<file path="src/rtl/swqt_pkg.sv">
// Package for the semaphore wait queue table: sizes, operation and status codes.
// No dependencies.
`default_nettype none
package swqt_pkg;
  localparam int NUM_SLOTS = 32;
  localparam int SLOT_W = $clog2(NUM_SLOTS);
  localparam int PROC_COUNT = 32;
  localparam int PROC_W = 5;
  localparam int KEY_W = 32;

  localparam logic [1:0] KIND_INSERT = 2'd0;
  localparam logic [1:0] KIND_REMOVE_HEAD = 2'd1;
  localparam logic [1:0] KIND_OUT = 2'd2;
  localparam logic [1:0] KIND_PEEK = 2'd3;

  localparam logic [1:0] ST_OK = 2'd0;
  localparam logic [1:0] ST_NO_FREE = 2'd1;
  localparam logic [1:0] ST_NOT_FOUND = 2'd2;
  localparam logic [1:0] ST_BLOCKED = 2'd3;

  typedef struct packed {
    logic [1:0] status;
    logic proc_valid;
    logic [PROC_W-1:0] proc_out;
  } result_t;
endpackage
`default_nettype wire

</file>
<file path="src/rtl/semaphore_wait_queue_table.sv">
// Semaphore wait queue table: a pool of descriptors, each a key and a FIFO of processes.
// Key and link stores live in synchronous memories; depends on swqt_pkg.
//
// One item is processed at a time. The key search sweeps the key memory one
// descriptor per cycle for a peek, an insert or a remove of the head; a remove
// of the head then reads and unlinks the head process. A remove of a given
// process skips the search and unlinks it, and an insert of a blocked process
// or a remove of a process that is not blocked is answered without either. The
// result waits in an output register while the next item is accepted and
// processed; a finished item stalls only while that register is still full.
// Descriptor activity and process-blocked flags are flip-flops cleared by
// reset; the other stores need no clearing.
`default_nettype none
module semaphore_wait_queue_table (
  input  wire logic clk,
  input  wire logic rst,
  input  wire logic s_tvalid,
  output logic s_tready,
  input  wire logic [39:0] s_tdata, // kind[1:0], sem_key[33:2], proc_id[38:34], zero pad
  output logic m_tvalid,
  input  wire logic m_tready,
  output logic [7:0] m_tdata // status[1:0], proc_valid[2], proc_out[7:3]
);
  import swqt_pkg::*;

  localparam logic [3:0] S_IDLE = 4'd0, S_SCAN = 4'd1, S_SCANW = 4'd2, S_DEC = 4'd3,
    S_RDD = 4'd4, S_RDDW = 4'd5, S_UNL = 4'd6, S_UNLW = 4'd7, S_UNLX = 4'd8,
    S_DONE = 4'd9;

  logic [3:0] state;
  logic [1:0] kind;
  logic [KEY_W-1:0] key;
  logic [PROC_W-1:0] pid;
  logic [NUM_SLOTS-1:0] active;
  logic [PROC_COUNT-1:0] blocked;
  logic [SLOT_W:0] scan;
  logic [SLOT_W-1:0] scan_rd;
  logic scan_rd_v;
  logic found;
  logic [SLOT_W-1:0] fdesc;
  logic [PROC_W-1:0] up;
  logic [SLOT_W-1:0] ud;
  result_t res;
  result_t res_out;
  logic out_full;

  logic [KEY_W-1:0] key_mem [NUM_SLOTS];
  logic [PROC_W-1:0] head_mem [NUM_SLOTS];
  logic [PROC_W-1:0] tail_mem [NUM_SLOTS];
  logic [SLOT_W-1:0] pdesc_mem [PROC_COUNT];
  logic [PROC_W-1:0] next_mem [PROC_COUNT];
  logic [PROC_W-1:0] prev_mem [PROC_COUNT];

  logic [KEY_W-1:0] key_q;
  logic [PROC_W-1:0] head_q, tail_q, next_q, prev_q;
  logic [SLOT_W-1:0] pdesc_q;
  logic [SLOT_W-1:0] drd;
  logic [PROC_W-1:0] prd;

  logic free_any;
  logic [SLOT_W-1:0] free_idx;
  always_comb begin
    free_any = 1'b0;
    free_idx = '0;
    for (int i = NUM_SLOTS - 1; i >= 0; i--) begin
      if (!active[i]) begin
        free_any = 1'b1;
        free_idx = SLOT_W'(i);
      end
    end
  end

  always_comb begin
    drd = fdesc;
    prd = up;
    if (state == S_SCAN) drd = scan[SLOT_W-1:0];
    if (state == S_SCANW && !found && active[scan_rd] && key_q == key) drd = scan_rd;
    if (state == S_RDD) drd = pdesc_q;
  end

  always_ff @(posedge clk) begin
    key_q <= key_mem[drd];
    head_q <= head_mem[drd];
    tail_q <= tail_mem[drd];
    pdesc_q <= pdesc_mem[prd];
    next_q <= next_mem[prd];
    prev_q <= prev_mem[prd];
  end

  assign s_tready = (state == S_IDLE);
  assign m_tvalid = out_full;
  assign m_tdata = {res_out.proc_out, res_out.proc_valid, res_out.status};

  always_ff @(posedge clk) begin
    if (rst) begin
      state <= S_IDLE;
      active <= '0;
      blocked <= '0;
      out_full <= 1'b0;
      found <= 1'b0;
      scan <= '0;
      scan_rd_v <= 1'b0;
    end else begin
      if (state == S_DONE && (!out_full || m_tready)) out_full <= 1'b1;
      else if (m_tvalid && m_tready) out_full <= 1'b0;
      case (state)
        S_IDLE: begin
          if (s_tvalid && s_tready) begin
            kind <= s_tdata[1:0];
            key <= s_tdata[33:2];
            pid <= s_tdata[38:34];
            up <= s_tdata[38:34];
            found <= 1'b0;
            scan <= '0;
            scan_rd_v <= 1'b0;
            if (s_tdata[1:0] == KIND_OUT) begin
              if (!blocked[s_tdata[38:34]]) begin
                res <= '{ST_NOT_FOUND, 1'b0, '0};
                state <= S_DONE;
              end else state <= S_RDD;
            end else if (s_tdata[1:0] == KIND_INSERT && blocked[s_tdata[38:34]]) begin
              res <= '{ST_BLOCKED, 1'b0, '0};
              state <= S_DONE;
            end else state <= S_SCAN;
          end
        end
        S_SCAN: begin
          scan_rd <= scan[SLOT_W-1:0];
          scan_rd_v <= 1'b1;
          if (scan_rd_v && !found && active[scan_rd] && key_q == key) begin
            found <= 1'b1;
            fdesc <= scan_rd;
          end
          if (scan == (SLOT_W+1)'(NUM_SLOTS - 1)) state <= S_SCANW;
          scan <= scan + 1'b1;
        end
        S_SCANW: begin
          if (!found && active[scan_rd] && key_q == key) begin
            found <= 1'b1;
            fdesc <= scan_rd;
          end
          state <= S_DEC;
        end
        S_DEC: begin
          if (kind == KIND_INSERT) begin
            if (found) begin
              tail_mem[fdesc] <= pid;
              next_mem[tail_q] <= pid;
              prev_mem[pid] <= tail_q;
              pdesc_mem[pid] <= fdesc;
              blocked[pid] <= 1'b1;
              res <= '{ST_OK, 1'b0, '0};
            end else if (free_any) begin
              active[free_idx] <= 1'b1;
              key_mem[free_idx] <= key;
              head_mem[free_idx] <= pid;
              tail_mem[free_idx] <= pid;
              pdesc_mem[pid] <= free_idx;
              blocked[pid] <= 1'b1;
              res <= '{ST_OK, 1'b0, '0};
            end else res <= '{ST_NO_FREE, 1'b0, '0};
            state <= S_DONE;
          end else if (!found) begin
            res <= '{ST_NOT_FOUND, 1'b0, '0};
            state <= S_DONE;
          end else begin
            res <= '{ST_OK, 1'b1, head_q};
            if (kind == KIND_REMOVE_HEAD) begin
              up <= head_q;
              state <= S_RDD;
            end else state <= S_DONE;
          end
        end
        S_RDD: state <= S_RDDW;
        S_RDDW: begin
          ud <= pdesc_q;
          fdesc <= pdesc_q;
          state <= S_UNL;
        end
        S_UNL: state <= S_UNLW;
        S_UNLW: state <= S_UNLX;
        S_UNLX: begin
          if (head_q == up && tail_q == up) active[ud] <= 1'b0;
          else if (head_q == up) head_mem[ud] <= next_q;
          else if (tail_q == up) tail_mem[ud] <= prev_q;
          else begin
            next_mem[prev_q] <= next_q;
            prev_mem[next_q] <= prev_q;
          end
          blocked[up] <= 1'b0;
          if (kind == KIND_OUT) res <= '{ST_OK, 1'b1, up};
          state <= S_DONE;
        end
        S_DONE: begin
          if (!out_full || m_tready) begin
            res_out <= res;
            state <= S_IDLE;
          end
        end
        default: state <= S_IDLE;
      endcase
    end
  end

  a_out_hold: assert property (@(posedge clk) disable iff (rst)
    m_tvalid && !m_tready |=> m_tvalid && $stable(m_tdata))
    else $error("result changed while stalled");
  a_busy: assert property (@(posedge clk) disable iff (rst)
    s_tvalid && s_tready |=> !s_tready)
    else $error("accepted a second item while busy");
  a_blk: assert property (@(posedge clk) disable iff (rst)
    state == S_UNLX |=> !blocked[$past(up)])
    else $error("unlinked process still blocked");
endmodule
`default_nettype wire

</file>
<file path="config.mk">
export PLATFORM = sky130hd
export DESIGN_NAME = semaphore_wait_queue_table
export DESIGN_NICKNAME = d
export VERILOG_FILES = /design/src/rtl/swqt_pkg.sv /design/src/rtl/semaphore_wait_queue_table.sv
export SDC_FILE = /design/constraint.sdc
export NUM_CORES = 2
export LEC_CHECK = 0
export BUFFER_PORTS_ARGS = -buffer_cell sky130_fd_sc_hd__buf_2
export CELL_PAD_IN_SITES_DETAIL_PLACEMENT = 1
export CELL_PAD_IN_SITES_GLOBAL_PLACEMENT = 1
export CORE_AREA = 2 2 436 330
export DETAILED_ROUTE_END_ITERATION = 10
export DIE_AREA = 0 0 438 332
export PLACE_DENSITY = 0.86
export SLEW_MARGIN = 40
export SYNTH_ARGS = -nofsm -noshare
export SYNTH_HDL_FRONTEND = slang
export SYNTH_SLANG_ARGS = --single-unit
</file>
<file path="constraint.sdc">
create_clock -name clk -period 7.8 [get_ports clk]
set_clock_uncertainty 0.15 [all_clocks]
set_input_delay 0 -clock clk [delete_from_list [all_inputs] [get_ports clk]]
set_output_delay 0 -clock clk [all_outputs]
set_load 0.1 [all_outputs]
</file>
==> reports/qor.tcl <==
set qor(run_status) {finished, violations left}
set qor(violations) {design-rule violations}
set qor(tritoncts_num_sinks) 2033
set qor(totalNegativeSetupSlack_ps) 0
set qor(cts_buffer_depth) 3
set qor(drt_wl_total_microns) 294000
set qor(synth.avg_cell_area_sq_um) 14.7
set qor(coreArea_sq_um) 141000
set qor(area_delta_synth_final_pct) 12.7
set qor(worst-setup-path-type) {reg2reg}
set qor(number_of_synthesized_flops_with_an_enable_pin) 1899
set qor(cts_made_buffers) 188
set qor(final_max_slew_viol_count) 0
set qor(fin_crit_ps) 6560
set qor(synth_async_sr_flop_share_pct) 0
set qor(maximum_number_of_pins_on_one_net_before_global_route_repair) 180
set qor(cts_tree) {built}
set qor(route.detailed.drc) 2
set qor(whs_ps) 41.8
set qor(track_usage_pct) 39.3
set qor(die_w_microns) 438
set qor(filler_cell_count) 12445
set qor(drtAntennaViolNets) 0
set qor(arrival_ps) 7170
set qor(postSynth.topFlopCell) {sky130_fd_sc_hd__edfxtp_1}
set qor(mappedNetlistArea_sq_um) 81500
set qor(achievable-frequency_ghz) 0.152
set qor(report.final.hold_viol_count) 0
set qor(synth_cell_type_count) 67
set qor(slew_headroom_pct) 25.6
set qor(floorplan.io_pins) 54
set qor(yosys_warnings) 0
set qor(postSynthRegisterBits) 2033
set qor(synth.net_count) 5575
set qor(max_slew.worst_pin.slew_ps) 1120
set qor(detailedRoute.firstIterationViolations) 10625
set qor(post_drt_wl_per_cell_microns) 38.4
set qor(max_cap_violations) 0
set qor(insertion_delay_ps) 890
set qor(place.gp.congestion) 0.895
set qor(route.detailed.vias_per_inst) 7.62
set qor(number_of_antenna_violations_at_the_first_check_in_global_routing) 14
set qor(drive_above_1_share_pct) 13.9
set qor(finalSetupViolations) 0
set qor(path_clk_slew_ps) 70
set qor(layout_common_cells) {sky130_fd_sc_hd__edfxtp_1, sky130_fd_sc_hd__nand2_1, sky130_fd_sc_hd__and3_1}
set qor(final_cycle_utilization_of_the_critical_path_pct) 84.2
set qor(multi_input_area_sq_um) 20400
set qor(number_of_global_route_vias_before_repair) 59181
set qor(grt_first_pass_wirelength_microns) 416000
set qor(via_count) 58307
set qor(worst-endpoint-required_ps) 8410
set qor(critical_path.endpoint_type) {flop}
set qor(port_buffer_count) 52
set qor(post_cts_resized) 0
set qor(die_height_microns) 332
set qor(cts-htree-levels) 4
set qor(power.density_cell_area_nw_per_um2) 311
set qor(detail_route.first_pass.iterations) 11
set qor(post-dp-hpwl_microns) 150000
set qor(cts-root-buf) {sky130_fd_sc_hd__clkbuf_16}
set qor(final_net_count) 5645
set qor(cell_count_after_synthesis) 5530
set qor(worst_hold_path_type) {in2reg}
set qor(cell_row_count) 120
set qor(effective_utilization_at_floorplan_pct) 57.7
set qor(regArea_sq_um) 59700
set qor(vdd_ir_drop_max_uv) 326
set qor(die-area_sq_um) 145000
set qor(mostFrequentLayoutCell) {sky130_fd_sc_hd__edfxtp_1}
set qor(startpoint_type) {flop}
set qor(synth_seq_area_share_pct) 73.2
set qor(largest_fanout_of_any_net_on_the_critical_path) 179
set qor(grt_remaining_overflow) 0
set qor(setup_repair_after_global_routing_missed_its_margin) {no}
set qor(cellLeakagePower_nw) 29.9
## logic make-up (layout without fill, tap and decap cells)
logic type | after synthesis | after routing | share of synthesized area (%)
flops | 2033 | 2033 | 73.2
simple gates | 1679 | 1679 | 9.76
compound gates | 1127 | 1127 | 9.61
buf+inv | 458 | 691 | 2.59
mux | 189 | 189 | 4.34
xor+xnor | 43 | 43 | 0.462
fa+ha+maj | 1 | 1 | 0.0153
other cells | 0 | 2 | 0
## report_power, final
group          internal, W  switching, W
logic              0.00190       0.00454
registers           0.0124      0.000247
clock network      0.00505       0.00448
total               0.0193       0.00927
## routing by layer
metal	global-route usage, %	wire, microns	vias up
li1	-	-	22051
met1	51.8	99100	28824
met2	59.4	133000	5914
met3	11.5	43100	1500
met4	20.8	19000	18
met5	0	124	-
## flip-flops by register name, summed over array words and instances, names as in the netlist, 5 cells and up
register and cells:
prev_mem 160, head_mem 160, prev_q 5, prd 5, m_tdata 8, pdesc_mem 160, next_mem 160, head_q 5
scan 6, res 8, next_q 5, tail_q 5, ud 5, key 32, scan_rd 5, pid 5
tail_mem 160, blocked 32, key_mem 1024, active 32, fdesc 5, key_q 32, pdesc_q 5
## synthesized netlist by cell type, types with 37 or more instances
cell type | count | area, sq um
sky130_fd_sc_hd__a21oi_1 | 90 | 450
sky130_fd_sc_hd__a221oi_1 | 333 | 2920
sky130_fd_sc_hd__a22oi_1 | 65 | 488
sky130_fd_sc_hd__a31oi_1 | 338 | 2110
sky130_fd_sc_hd__and3_1 | 341 | 2130
sky130_fd_sc_hd__buf_2 | 104 | 521
sky130_fd_sc_hd__buf_4 | 40 | 300
sky130_fd_sc_hd__clkbuf_1 | 252 | 946
sky130_fd_sc_hd__dfxtp_1 | 134 | 2680
sky130_fd_sc_hd__edfxtp_1 | 1899 | 57000
sky130_fd_sc_hd__mux2i_1 | 43 | 430
sky130_fd_sc_hd__mux4_2 | 130 | 2930
sky130_fd_sc_hd__nand2_1 | 813 | 3050
sky130_fd_sc_hd__nand3_1 | 67 | 335
sky130_fd_sc_hd__nor2_1 | 203 | 762
sky130_fd_sc_hd__nor3_1 | 77 | 385
sky130_fd_sc_hd__o21ai_0 | 91 | 455
sky130_fd_sc_hd__o22ai_1 | 167 | 1040
sky130_fd_sc_hd__xnor2_1 | 37 | 324
## layout make-up
type,instances,area share (%)
diodes,2,0.00545
clock buffers,266,5.64
clock inverters,87,0.985
inverters,29,0.118
multi-input cells,3039,22.2
flip-flops and latches,2033,65.0
well taps,1891,2.58
repair buffers,309,3.45
## final timing paths
check	start	end	slack (ps)	depth (start not counted)
setup / recovery	key[15]	key_q[30]	1240	13
hold / removal	rst	m_tvalid	40	3
setup reg to reg	key[15]	key_q[30]	1240	13
hold reg to reg	res[1]	m_tdata[4]	270	0
## critical path, cell delays in order, from the launching register on
cell                       delay [ps]
sky130_fd_sc_hd__edfxtp_1         590
sky130_fd_sc_hd__buf_6            270
sky130_fd_sc_hd__xnor2_1          450
sky130_fd_sc_hd__nand4_1          530
sky130_fd_sc_hd__nor3_2           710
sky130_fd_sc_hd__nand4_1          340
sky130_fd_sc_hd__o21ai_4          280
sky130_fd_sc_hd__buf_12           630
sky130_fd_sc_hd__buf_12           490
sky130_fd_sc_hd__and3_1           290
sky130_fd_sc_hd__a221oi_1          60
sky130_fd_sc_hd__a31oi_1          750
sky130_fd_sc_hd__o22ai_1          290
sky130_fd_sc_hd__nor4_1           290
## metrics by stage
step / util (%) / instances / setup WS (ps) / cell area (sq um) / power (W)
floorplan: - / 5530 / 1080 / 81500 / 0.0167
finish: 65.0 / 7656 / 1240 / 91900 / 0.0286
global route: 64.9 / 7654 / 1310 / 91900 / 0.0291
detailed placement: 59.7 / 7202 / 1680 / 84400 / 0.0187
global placement: 59.2 / 7173 / 1860 / 83700 / 0.0182
CTS: 64.6 / 7639 / 1390 / 91300 / 0.0280
## what timing repair did
item,4_1_cts,5_1_grt
endpoints found under the hold margin,139,0
buffers inserted,0,0
hold buffers,84,0
Note: power is estimated with default switching activity, not from simulation.
